$ cat config.mk
export PLATFORM = sky130hd
export DESIGN_NAME = audio_block_header_parser
export DESIGN_NICKNAME = d
export VERILOG_FILES = /design/src/abhp_pkg.sv /design/src/abhp_assembler.sv /design/src/abhp_result.sv /design/src/audio_block_header_parser.sv
export SDC_FILE = /design/constraint.sdc
export NUM_CORES = 1
export LEC_CHECK = 0
export ABC_AREA = 0
export BUFFER_PORTS_ARGS = -buffer_cell sky130_fd_sc_hd__buf_2
export CORE_MARGIN = 5
export CORE_UTILIZATION = 30
export DETAILED_ROUTE_END_ITERATION = 8
export PLACE_DENSITY = 0.47
export SKIP_LAST_GASP = 1
export SLEW_MARGIN = 20
export SYNTH_ARGS = -nofsm -noshare
export SYNTH_HDL_FRONTEND = slang
export SYNTH_HIERARCHICAL = 1
export SYNTH_SLANG_ARGS = --single-unit
export TNS_END_PERCENT = 1
$ cat constraint.sdc
create_clock -name aclk -period 4.65 [get_ports aclk]
set_input_delay 0.6975 -clock aclk [delete_from_list [all_inputs] [get_ports aclk]]
set_output_delay 0.6975 -clock aclk [all_outputs]
set_load 0.02 [all_outputs]
$ cat src/abhp_pkg.sv
`timescale 1ns / 1ps
// ----------------------------------------------------------------------------
// abhp_pkg
// Shared types, status codes and flag decode helpers for the audio block
// header parser.
// ----------------------------------------------------------------------------
package abhp_pkg;

    // Status codes
    localparam logic [2:0] ST_OK          = 3'd0;
    localparam logic [2:0] ST_BAD_FLAG    = 3'd1;
    localparam logic [2:0] ST_BAD_COMP    = 3'd2;
    localparam logic [2:0] ST_BAD_CHANNEL = 3'd3;
    localparam logic [2:0] ST_COUNT_MISM  = 3'd4;
    localparam logic [2:0] ST_TOO_BIG     = 3'd5;
    localparam logic [2:0] ST_TOO_SMALL   = 3'd6;
    localparam logic [2:0] ST_NO_BODY     = 3'd7;

    localparam logic [7:0]  COMP_MIN     = 8'd5;
    localparam logic [7:0]  COMP_MAX     = 8'd7;
    localparam logic [31:0] COUNT_MASK   = 32'h0FFF_FFFF;
    localparam logic [31:0] BLOCK_HDR    = 32'd8;
    localparam logic [4:0]  FLAG_END_POS = 5'd7;
    localparam logic [4:0]  EXTRA_POS    = 5'd8;

    typedef struct packed {
        logic [7:0] data_byte;
        logic       first_byte;
    } abhp_in_t;

    typedef struct packed {
        logic [2:0]  status;
        logic        parser_kind;
        logic [7:0]  compression;
        logic [6:0]  channels;
        logic [15:0] sample_rate;
        logic [3:0]  flag_bits;
        logic [31:0] total_samples;
        logic [31:0] payload_size;
        logic [4:0]  header_length;
    } abhp_out_t;

    // Fields of one finished header
    typedef struct packed {
        logic [7:0]  compression;
        logic [7:0]  channel_byte;
        logic [15:0] sample_rate;
        logic [3:0]  flags;
        logic [31:0] count_first;
        logic [31:0] block_size;
        logic [31:0] count_second;
    } abhp_hdr_t;

    // Extra word follows: bit 1 branch or bit 3 branch
    function automatic logic has_extra(input logic [3:0] f);
        logic r;
        begin
            if (f == 4'd0 || f[0]) r = 1'b0;
            else if (f[1])         r = 1'b1;
            else if (f[2])         r = 1'b0;
            else                   r = f[3];
            return r;
        end
    endfunction

    function automatic logic has_body(input logic [3:0] f);
        return !f[2];
    endfunction

    function automatic logic [4:0] header_len(input logic [3:0] f);
        logic [4:0] n;
        begin
            n = 5'd8;
            if (has_extra(f)) n = n + 5'd4;
            if (has_body(f))  n = n + 5'd8;
            return n;
        end
    endfunction

    function automatic logic [31:0] shift_in(input logic [31:0] acc,
                                             input logic [7:0]  b);
        return {acc[23:0], b};
    endfunction

endpackage

$ cat src/abhp_assembler.sv
`timescale 1ns / 1ps
// ----------------------------------------------------------------------------
// abhp_assembler
// Byte position tracking and field assembly; flags a finished header.
// ----------------------------------------------------------------------------
module abhp_assembler (
    input  logic               aclk,
    input  logic               aresetn,
    input  logic               s_valid,
    output logic               s_ready,
    input  abhp_pkg::abhp_in_t s_data,
    input  logic               res_free,
    output logic               done,
    output abhp_pkg::abhp_hdr_t hdr
);
    import abhp_pkg::*;

    logic [4:0]  idx_reg, idx_next;
    logic        active_reg, active_next;
    logic        done_reg, done_next;
    logic [7:0]  comp_reg, comp_next;
    logic [7:0]  chan_reg, chan_next;
    logic [15:0] rate_reg, rate_next;
    logic [31:0] flag_reg, flag_next;
    logic [31:0] cnt1_reg, cnt1_next;
    logic [31:0] blk_reg, blk_next;
    logic [31:0] cnt2_reg, cnt2_next;

    logic        accept;
    logic        active_eff;
    logic [4:0]  pos;
    logic [4:0]  pos_inc;
    logic [4:0]  rel;
    logic        skip;
    logic [3:0]  f_old;
    logic [3:0]  f_new;
    logic [7:0]  b;

    // Stage holds while a finished header waits for the result register
    assign s_ready = !done_reg || res_free;
    assign accept  = s_valid && s_ready;
    assign b       = s_data.data_byte;

    always_comb begin
        idx_next    = idx_reg;
        active_next = active_reg;
        done_next   = done_reg && !res_free;
        comp_next   = comp_reg;
        chan_next   = chan_reg;
        rate_next   = rate_reg;
        flag_next   = flag_reg;
        cnt1_next   = cnt1_reg;
        blk_next    = blk_reg;
        cnt2_next   = cnt2_reg;
        active_eff  = active_reg || s_data.first_byte;
        pos         = s_data.first_byte ? 5'd0 : idx_reg;
        pos_inc     = pos + 5'd1;
        rel         = pos - EXTRA_POS;
        skip        = 1'b0;
        f_old       = flag_reg[31:28];
        f_new       = flag_reg[31:28];

        if (accept && active_eff) begin
            if (pos == 5'd0) begin
                comp_next = b;
            end else if (pos == 5'd1) begin
                chan_next = b;
            end else if (pos <= 5'd3) begin
                rate_next = {rate_reg[7:0], b};
            end else if (pos <= FLAG_END_POS) begin
                flag_next = shift_in(flag_reg, b);
                if (pos == FLAG_END_POS) begin
                    priority if (flag_next[31:28] == 4'd0) begin
                        cnt1_next = flag_next;
                    end else if (flag_next[28]) begin
                        cnt1_next = '0;
                    end else if (flag_next[29]) begin
                        cnt1_next = flag_next & COUNT_MASK;
                    end else begin
                        cnt1_next = '0;
                    end
                    blk_next  = '0;
                    cnt2_next = '0;
                end
            end else begin
                if (has_extra(f_old)) begin
                    if (rel < 5'd4) begin
                        if (!f_old[1]) cnt1_next = shift_in(cnt1_reg, b);
                        skip = 1'b1;
                    end else begin
                        rel = rel - 5'd4;
                    end
                end
                if (!skip && has_body(f_old)) begin
                    if (rel < 5'd4)      blk_next  = shift_in(blk_reg, b);
                    else if (rel < 5'd8) cnt2_next = shift_in(cnt2_reg, b);
                end
            end

            f_new = flag_next[31:28];
            if (pos >= FLAG_END_POS && pos_inc >= header_len(f_new)) begin
                done_next   = 1'b1;
                active_next = 1'b0;
                idx_next    = '0;
            end else begin
                active_next = 1'b1;
                idx_next    = pos_inc;
            end
        end
    end

    always_ff @(posedge aclk) begin
        if (!aresetn) begin
            idx_reg    <= '0;
            active_reg <= 1'b0;
            done_reg   <= 1'b0;
        end else begin
            idx_reg    <= idx_next;
            active_reg <= active_next;
            done_reg   <= done_next;
        end
        comp_reg <= comp_next;
        chan_reg <= chan_next;
        rate_reg <= rate_next;
        flag_reg <= flag_next;
        cnt1_reg <= cnt1_next;
        blk_reg  <= blk_next;
        cnt2_reg <= cnt2_next;
    end

    assign done             = done_reg;
    assign hdr.compression  = comp_reg;
    assign hdr.channel_byte = chan_reg;
    assign hdr.sample_rate  = rate_reg;
    assign hdr.flags        = flag_reg[31:28];
    assign hdr.count_first  = cnt1_reg;
    assign hdr.block_size   = blk_reg;
    assign hdr.count_second = cnt2_reg;

endmodule

$ cat src/abhp_result.sv
`timescale 1ns / 1ps
// ----------------------------------------------------------------------------
// abhp_result
// Header validation and decode into the output register.
// ----------------------------------------------------------------------------
module abhp_result (
    input  logic                aclk,
    input  logic                aresetn,
    input  logic                done,
    input  abhp_pkg::abhp_hdr_t hdr,
    input  logic [31:0]         stream_length,
    output logic                res_free,
    output logic                m_valid,
    input  logic                m_ready,
    output abhp_pkg::abhp_out_t m_data
);
    import abhp_pkg::*;

    logic      m_valid_reg, m_valid_next;
    abhp_out_t out_reg, out_next;
    logic [32:0] need;
    logic        body;
    logic        undersize;

    assign res_free = !m_valid_reg || m_ready;

    always_comb begin
        need      = {1'b0, hdr.block_size} + {1'b0, BLOCK_HDR};
        body      = has_body(hdr.flags);
        undersize = hdr.block_size < BLOCK_HDR;

        priority if (hdr.flags != 4'd0 && hdr.flags[0]) begin
            out_next.status = ST_BAD_FLAG;
        end else if (hdr.compression < COMP_MIN || hdr.compression > COMP_MAX) begin
            out_next.status = ST_BAD_COMP;
        end else if (hdr.channel_byte[1:0] != 2'd0) begin
            out_next.status = ST_BAD_CHANNEL;
        end else if (hdr.count_first != hdr.count_second) begin
            out_next.status = ST_COUNT_MISM;
        end else if (need > {1'b0, stream_length}) begin
            out_next.status = ST_TOO_BIG;
        end else if (!body) begin
            out_next.status = ST_NO_BODY;
        end else if (undersize) begin
            out_next.status = ST_TOO_SMALL;
        end else begin
            out_next.status = ST_OK;
        end

        out_next.parser_kind   = (hdr.compression == 8'd6) || (hdr.compression == COMP_MAX);
        out_next.compression   = hdr.compression;
        out_next.channels      = {1'b0, hdr.channel_byte[7:2]} + 7'd1;
        out_next.sample_rate   = hdr.sample_rate;
        out_next.flag_bits     = hdr.flags;
        out_next.total_samples = hdr.count_first;
        out_next.payload_size  = (body && !undersize) ? hdr.block_size - BLOCK_HDR : 32'd0;
        out_next.header_length = header_len(hdr.flags);

        m_valid_next = m_valid_reg && !m_ready;
        if (done && res_free) m_valid_next = 1'b1;
    end

    always_ff @(posedge aclk) begin
        if (!aresetn) begin
            m_valid_reg <= 1'b0;
        end else begin
            m_valid_reg <= m_valid_next;
        end
        if (done && res_free) begin
            out_reg <= out_next;
        end
    end

    assign m_valid = m_valid_reg;
    assign m_data  = out_reg;

endmodule

$ cat src/audio_block_header_parser.sv
`timescale 1ns / 1ps
// ----------------------------------------------------------------------------
// audio_block_header_parser
// Parses audio block headers arriving one byte per item and emits one
// decoded, validated result item per header.
// ----------------------------------------------------------------------------
// One header byte is taken per item, one per clock when both sides keep up.
// An item with first_byte set starts a new header, dropping any partial one;
// bytes outside a header are ignored. Bytes 0 to 7 carry compression,
// channel byte, big-endian sample rate and the big-endian flags-and-value
// word; its top four flag bits choose an optional extra word and an optional
// 8-byte body (block size, second sample count), giving 8, 12, 16 or 20
// bytes. Once the last byte is in, the header fields sit in the assembler
// registers until the output register is free; the decode and status checks
// are then loaded into the output register and m_valid rises. The only
// stall is when a finished header finds the output register still full:
// s_ready then follows m_ready. stream_length (reset all ones) bounds block
// size plus 8; write it only while idle. cfg_ready is always high.
// ----------------------------------------------------------------------------
module audio_block_header_parser (
    input  logic                aclk,
    input  logic                aresetn,
    // byte input
    input  logic                s_valid,
    output logic                s_ready,
    input  abhp_pkg::abhp_in_t  s_data,
    // result output
    output logic                m_valid,
    input  logic                m_ready,
    output abhp_pkg::abhp_out_t m_data,
    // stream_length register write
    input  logic                cfg_valid,
    output logic                cfg_ready,
    input  logic [31:0]         cfg_data
);
    import abhp_pkg::*;

    logic [31:0] stream_len_reg;
    logic        res_free;
    logic        done;
    abhp_hdr_t   hdr;

    assign cfg_ready = 1'b1;

    // Stream length register
    always_ff @(posedge aclk) begin
        if (!aresetn) begin
            stream_len_reg <= 32'hFFFF_FFFF;
        end else if (cfg_valid) begin
            stream_len_reg <= cfg_data;
        end
    end

    // Byte position tracking and field assembly
    abhp_assembler u_assembler (
        .aclk     (aclk),
        .aresetn  (aresetn),
        .s_valid  (s_valid),
        .s_ready  (s_ready),
        .s_data   (s_data),
        .res_free (res_free),
        .done     (done),
        .hdr      (hdr)
    );

    // Validation, decode and output register
    abhp_result u_result (
        .aclk          (aclk),
        .aresetn       (aresetn),
        .done          (done),
        .hdr           (hdr),
        .stream_length (stream_len_reg),
        .res_free      (res_free),
        .m_valid       (m_valid),
        .m_ready       (m_ready),
        .m_data        (m_data)
    );

endmodule
* After elaboration in Yosys (flattened, before gate mapping)
Index checks and enable logic that the tools add are counted.
Operators by class: magnitude comparators 11, reductions and logical operators 42, add/subtract/negate cells 8, equal/unequal tests 12, mux-type cells 65, bitwise logic cells 3
Operator list (count):
- $mux W32 | 19
- $mux W5 | 13
- $mux W28 | 2
- $add A32 B4 Y33 const B | 1
- $gt A33 B32 Y1 | 1
- $lt A32 B4 Y1 const B | 1
- $ne A32 B32 Y1 | 1
- $sub A32 B4 Y32 const B | 1
- $mux W1 | 23
- $mux W3 | 6
- $eq A8 B3 Y1 const B | 2
- $reduce_and A8 Y1 | 2
- $logic_not A4 Y1 | 3
- $ne A2 B2 Y1 const B | 6
- $reduce_bool A2 Y1 | 6
- $lt A5 B3 Y1 const B | 2
- $logic_and A1 B1 Y1 | 9
- $gt A8 B3 Y1 const B | 1
- $lt A8 B3 Y1 const B | 1
- $add A6 B1 Y7 const B | 1
- $logic_not A1 Y1 | 7
- $logic_or A1 B1 Y1 | 7
- $reduce_and A7 Y1 | 1
- $add A4 B4 Y5 const B | 1
- 21 further kinds | 24
Word-level totals: output and inout bits 111, input bits 46, word-level logic and storage cells 164, register bits 304

* Logic depth before layout (Yosys ltp)
depth after elaboration 20, gate-level depth with buffers 16, gate-level depth less buffers 14

* Cells and area by module
Netlist, hierarchy kept.
Modules (own cells, without submodules):
- abhp_assembler | cells an instance 399, area an instance 6471.2 um^2, times used 1, sequential area each 4824.6 um^2
- abhp_result | cells an instance 512, area an instance 5905.7 um^2, times used 1, sequential area each 3203.1 um^2
- audio_block_header_parser | cells an instance 105, area an instance 1159.9 um^2, times used 1, sequential area each 640.6 um^2

* Worst setup path after synthesis
No wires, ideal clock.
path kind input-to-reg, start point input port s_data[0] in the netlist's numbering, end point register u_assembler.flag_reg[0] (enable), arrival 3.767 ns, library setup time 0.442 ns, buffers on the path 1, slack 0.441 ns, data required time 4.208 ns, cell stages on the path 7, cell sequence and2b_1 -> inv_1 -> ha_1 -> buf_6 -> inv_2 -> or4b_4 -> a211oi_1
On the way: word-level cells in the longest chain between the ends 4, elaborated cells between the ends (all ways) 12, those cells by class 2 x order compare; 5 x eq/ne; 1 x mux; 4 x reduce/logical
RTL lines:
- from (decl) | line audio_block_header_parser.sv:26 | input abhp_pkg::abhp_in_t s_data,
- $mux W5 or $logic_or A1 B1 Y1 (tied branches) | line abhp_assembler.sv:56, abhp_assembler.sv:55
- $le A5 B2 Y1, or another cell as far along | line abhp_assembler.sv:68 | end else if (pos <= 5'd3) begin
- $ne A2 B2 Y1 (no source line)
- $reduce_and A5 Y1 (no source line) (*)
- to (signal assigned) | line abhp_assembler.sv:125 | flag_reg <= flag_next;
- to (decl) | line abhp_assembler.sv:24 | logic [31:0] flag_reg, flag_next;
Mark *: on every way between the ends. The rest lies on a longest branch, timed or not. A chain may end at the register's enable or synchronous reset.

* Worst setup path after layout
start point register u_assembler.blk_reg[5], end point register u_result.out_reg (netlist bit u_result/m_data[107]) (data pin)
On the way: word-level cells in the longest chain between the ends 5, elaborated cells between the ends (all ways) 7, those cells by class 1 x add/sub; 2 x order compare; 4 x mux
RTL lines:
- from (decl) | line abhp_assembler.sv:26 | logic [31:0] blk_reg, blk_next;
- from (signal assigned) | line abhp_assembler.sv:127 | blk_reg <= blk_next;
- branches (longest 3 deep; another with $add A32 B4 Y33)
- $mux W3 (*) | line abhp_result.sv:40 | end else if (need > {1'b0, stream_length}) begin
- $mux W3 (*) | line abhp_result.sv:38 | end else if (hdr.count_first != hdr.count_second) begin
- to (signal assigned) | line abhp_result.sv:70 | out_reg <= out_next;
- to (decl) | line abhp_result.sv:20 | abhp_out_t out_reg, out_next;
Every way passes the cells marked *.

==> impl_metrics.env <==
export IMPL_critPathRequiredTime_ns=4.92
export IMPL_grt_first_pass_wirelength_um=50500
export IMPL_die_area_um2=49500
export IMPL_p_leak_nw=6.14
export IMPL_area_delta_synth_final_pct=18.6
export IMPL_clk_latency_ns=0.54
export IMPL_hold_class="input pin to flop"
export IMPL_io_buffers=153
export IMPL_worstPathMaxFanout=11
export IMPL_critPathKind="flop to flop"
export IMPL_switching_share=0.208
export IMPL_synth_common_cells="edfxtp_1, nor2b_1, nand2_1, nor2_1, xor2_1"
export IMPL_drt_total_wl_um=33100
export IMPL_synth_top_area_frac=0.581
export IMPL_combPwrFrac=0.029
export IMPL_slew_violations=0
export IMPL_rows=77
export IMPL_synth_area_um2=13500
export IMPL_syn_inst=1016
export IMPL_path_cells="and4_1 > nand4_1 > nor3_1 > nand2_1 > nor2_1 > xnor2_1 > ha_1 > nand3_1 > o211ai_1 > or3_1 > a211o_1 > o32ai_1 > buf_4 > a31oi_1"
export IMPL_drcViolationCount=0
export IMPL_grt_max_degree=71
export IMPL_ant_nets=0
export IMPL_path_clk_slew_ns=0.06
export IMPL_worstSetupEndpoint="u_result/m_data[107]"
export IMPL_skew_ns=0.0245
export IMPL_tightest_slew_ns=0.991
export IMPL_synth_edff_count=262
export IMPL_seq_power_share=0.499
export IMPL_drive_gt1_frac=0.208
export IMPL_dp_cells=1724
export IMPL_p_per_area_nw_per_um2=369
export IMPL_grt_pass1_vias=8379
export IMPL_cts_tree="yes"
export IMPL_nFillCells=4320
export IMPL_crit_path_start_kind="flop"
export IMPL_finalPower_w=0.00593
export IMPL_switchingPower_w=0.00123
export IMPL_cp_end_kind="flop"
export IMPL_synthDistinctLibCells=68
export IMPL_die_h_um=222
export IMPL_ff2ff_setup_slack_ns=0.60
export IMPL_synthFlopType="edfxtp_1"
export IMPL_diodes=0
export IMPL_cp_slowest_cell="edfxtp_1"
export IMPL_cp_arrival_ns=4.32
export IMPL_synth_seq_cells=302
export IMPL_r2r_start="u_assembler/blk_reg[5]"
export IMPL_clkSinkCount=302
export IMPL_routed_via_density=4.53
export IMPL_fin_nets=1263
export IMPL_ys_async_sr_fraction=0
export IMPL_timing_fmax_mhz=247
export IMPL_cts_max_path_buffers=3
export IMPL_grtUsageTotal=0.132
export IMPL_maxSlewHeadroom=0.340
export IMPL_fin_cells=1787
export IMPL_synth_area_leaders="edfxtp_1, dfxtp_1, ha_1"
export IMPL_rr_worst_depth=14
export IMPL_avgSynthCellArea_um2=13.3
export IMPL_seq_area_frac_synth=0.640
export IMPL_htree_levels=2
export IMPL_yosysWarnings=6
export IMPL_ioPinCount=157
export IMPL_whs_ns=0.380
export IMPL_cts_root_buf="clkbuf_16"
export IMPL_postCtsSetupBuffers=0
export IMPL_hpwlAfterDp_um=23500
export IMPL_fin_crit_ns=4.05
export IMPL_grt_overflow_total=0
export IMPL_drt_first_pass_iters=4
export IMPL_largest_reg_flops=106
export IMPL_final_setup_tns_ns=0
export IMPL_cp_startpoint="u_assembler/blk_reg[5]"
export IMPL_wl_per_cell_um=18.5
export IMPL_timing_final_crit_share=0.871
export IMPL_critical_path_max_stage_delay_ns=0.55
export IMPL_internal_power_w=0.00469
export IMPL_peakVddDrop_uv=234
export IMPL_yosys_cell_count_top_type="edfxtp_1"
export IMPL_setup_viol=0
export IMPL_core_area_um2=44400
export IMPL_max_cap_violations=0
export IMPL_place_congestion=0.782
export IMPL_hold_violations=0
export IMPL_synth_top_area_cell="edfxtp_1"
export IMPL_status="finished, final reports clean"
export IMPL_rsz0062_at_grt="no"
export IMPL_die_x_um=222
export IMPL_antenna_found_initial=0
export IMPL_cts_buffers=36
export IMPL_ctsHoldBuffers=0
export IMPL_drt_initial_drc_count=410
export IMPL_vias=8102
export IMPL_cts_resized_gates=0
export IMPL_reg2reg_to="u_result/m_data[107]"
export IMPL_start_util=0.305
export IMPL_power_frac_clock=0.472
-- area by class of cell --
cell class / instances / area, µm² / area share
timing repair buffer: 164 / 861 / 0.0536
multi-input combinational: 611 / 4400 / 0.274
sequential: 302 / 8670 / 0.540
clock inverter: 18 / 186 / 0.0116
inverter: 55 / 206 / 0.0129
clock buffer: 45 / 987 / 0.0615
tap: 592 / 741 / 0.0461
-- power by group through the flow --
| stage | Combinational, W | Sequential [W] | Clock [W] |
|---|---|---|---|
| finish | 0.000171 | 0.00296 | 0.00280 |
| global route | 0.000196 | 0.00296 | 0.00303 |
| CTS | 0.000177 | 0.00296 | 0.00291 |
| detailed placement | 0.000176 | 0.00302 | 0 |
| global placement | 0.000174 | 0.00302 | 0 |
| floorplan | 0.000118 | 0.00301 | 0 |
-- routing by layer --
| metal | track usage | up-vias | routed length [µm] |
|---|---|---|---|
| met5 | 0 | - | 0 |
| met4 | 0.0433 | 0 | 802 |
| li1 | - | 3954 | - |
| met1 | 0.161 | 3954 | 14000 |
| met3 | 0.0264 | 50 | 1370 |
| met2 | 0.234 | 144 | 16900 |
-- kinds of logic after synthesis --
logic type | Yosys count | synth area share
AND/OR/NAND/NOR | 336 | 0.137
flip-flops | 302 | 0.640
buffers and inverters | 104 | 0.0371
AO/OA/AOI/OAI | 95 | 0.0523
XOR/XNOR | 91 | 0.0589
adder cells (fa/ha/maj) | 47 | 0.0434
multiplexers | 39 | 0.0307
other | 2 | 0.000555
-- placed cells by master, fill, tap and decap left out, drive strengths merged, types with 36 or more instances in the layout --
master | synthesis | routed
nor2 | 58 | 58
xnor2 | 36 | 36
and2 | 38 | 38
inv | 54 | 55
xor2 | 55 | 55
clkbuf | 27 | 45
nand2 | 64 | 64
buf | 22 | 164
ha | 47 | 47
dfxtp | 40 | 40
nor2b | 65 | 65
edfxtp | 262 | 262
-- worst min path at each step --
| stage | to | cells past startpoint | start |
|---|---|---|---|
| 2_1_floorplan | u_result/m_data[81] | 0 | u_assembler/rate_reg[8] |
| 3_3_place_gp | u_result/m_data[81] | 0 | u_assembler/rate_reg[8] |
| 3_5_place_dp | u_result/m_data[85] | 0 | u_assembler/rate_reg[12] |
| 4_1_cts | stream_len_reg[1] | 3 | cfg_data[1] |
| 5_1_grt | stream_len_reg[28] | 3 | cfg_data[28] |
| 6_report | stream_len_reg[4] | 3 | cfg_data[4] |
-- critical path: cells and delay by family (launching register included) --
family / cells / cell delay [ns]
xor+xnor: 1 / 0.14
buf+inv: 1 / 0.19
compound gates: 4 / 0.80
fa+ha+maj: 1 / 0.26
flops: 1 / 0.55
simple gates: 7 / 1.86
-- metrics by stage --
step                       util  worst slack [ns]  area, µm²
after detailed placement  0.335             0.462      14900
after floorplan               -             0.441      13500
after global placement    0.335             0.494      14900
final                     0.361             0.598      16100
after CTS                 0.361             0.553      16000
after global routing      0.361             0.171      16100
Power figures use the tool's default switching activity.
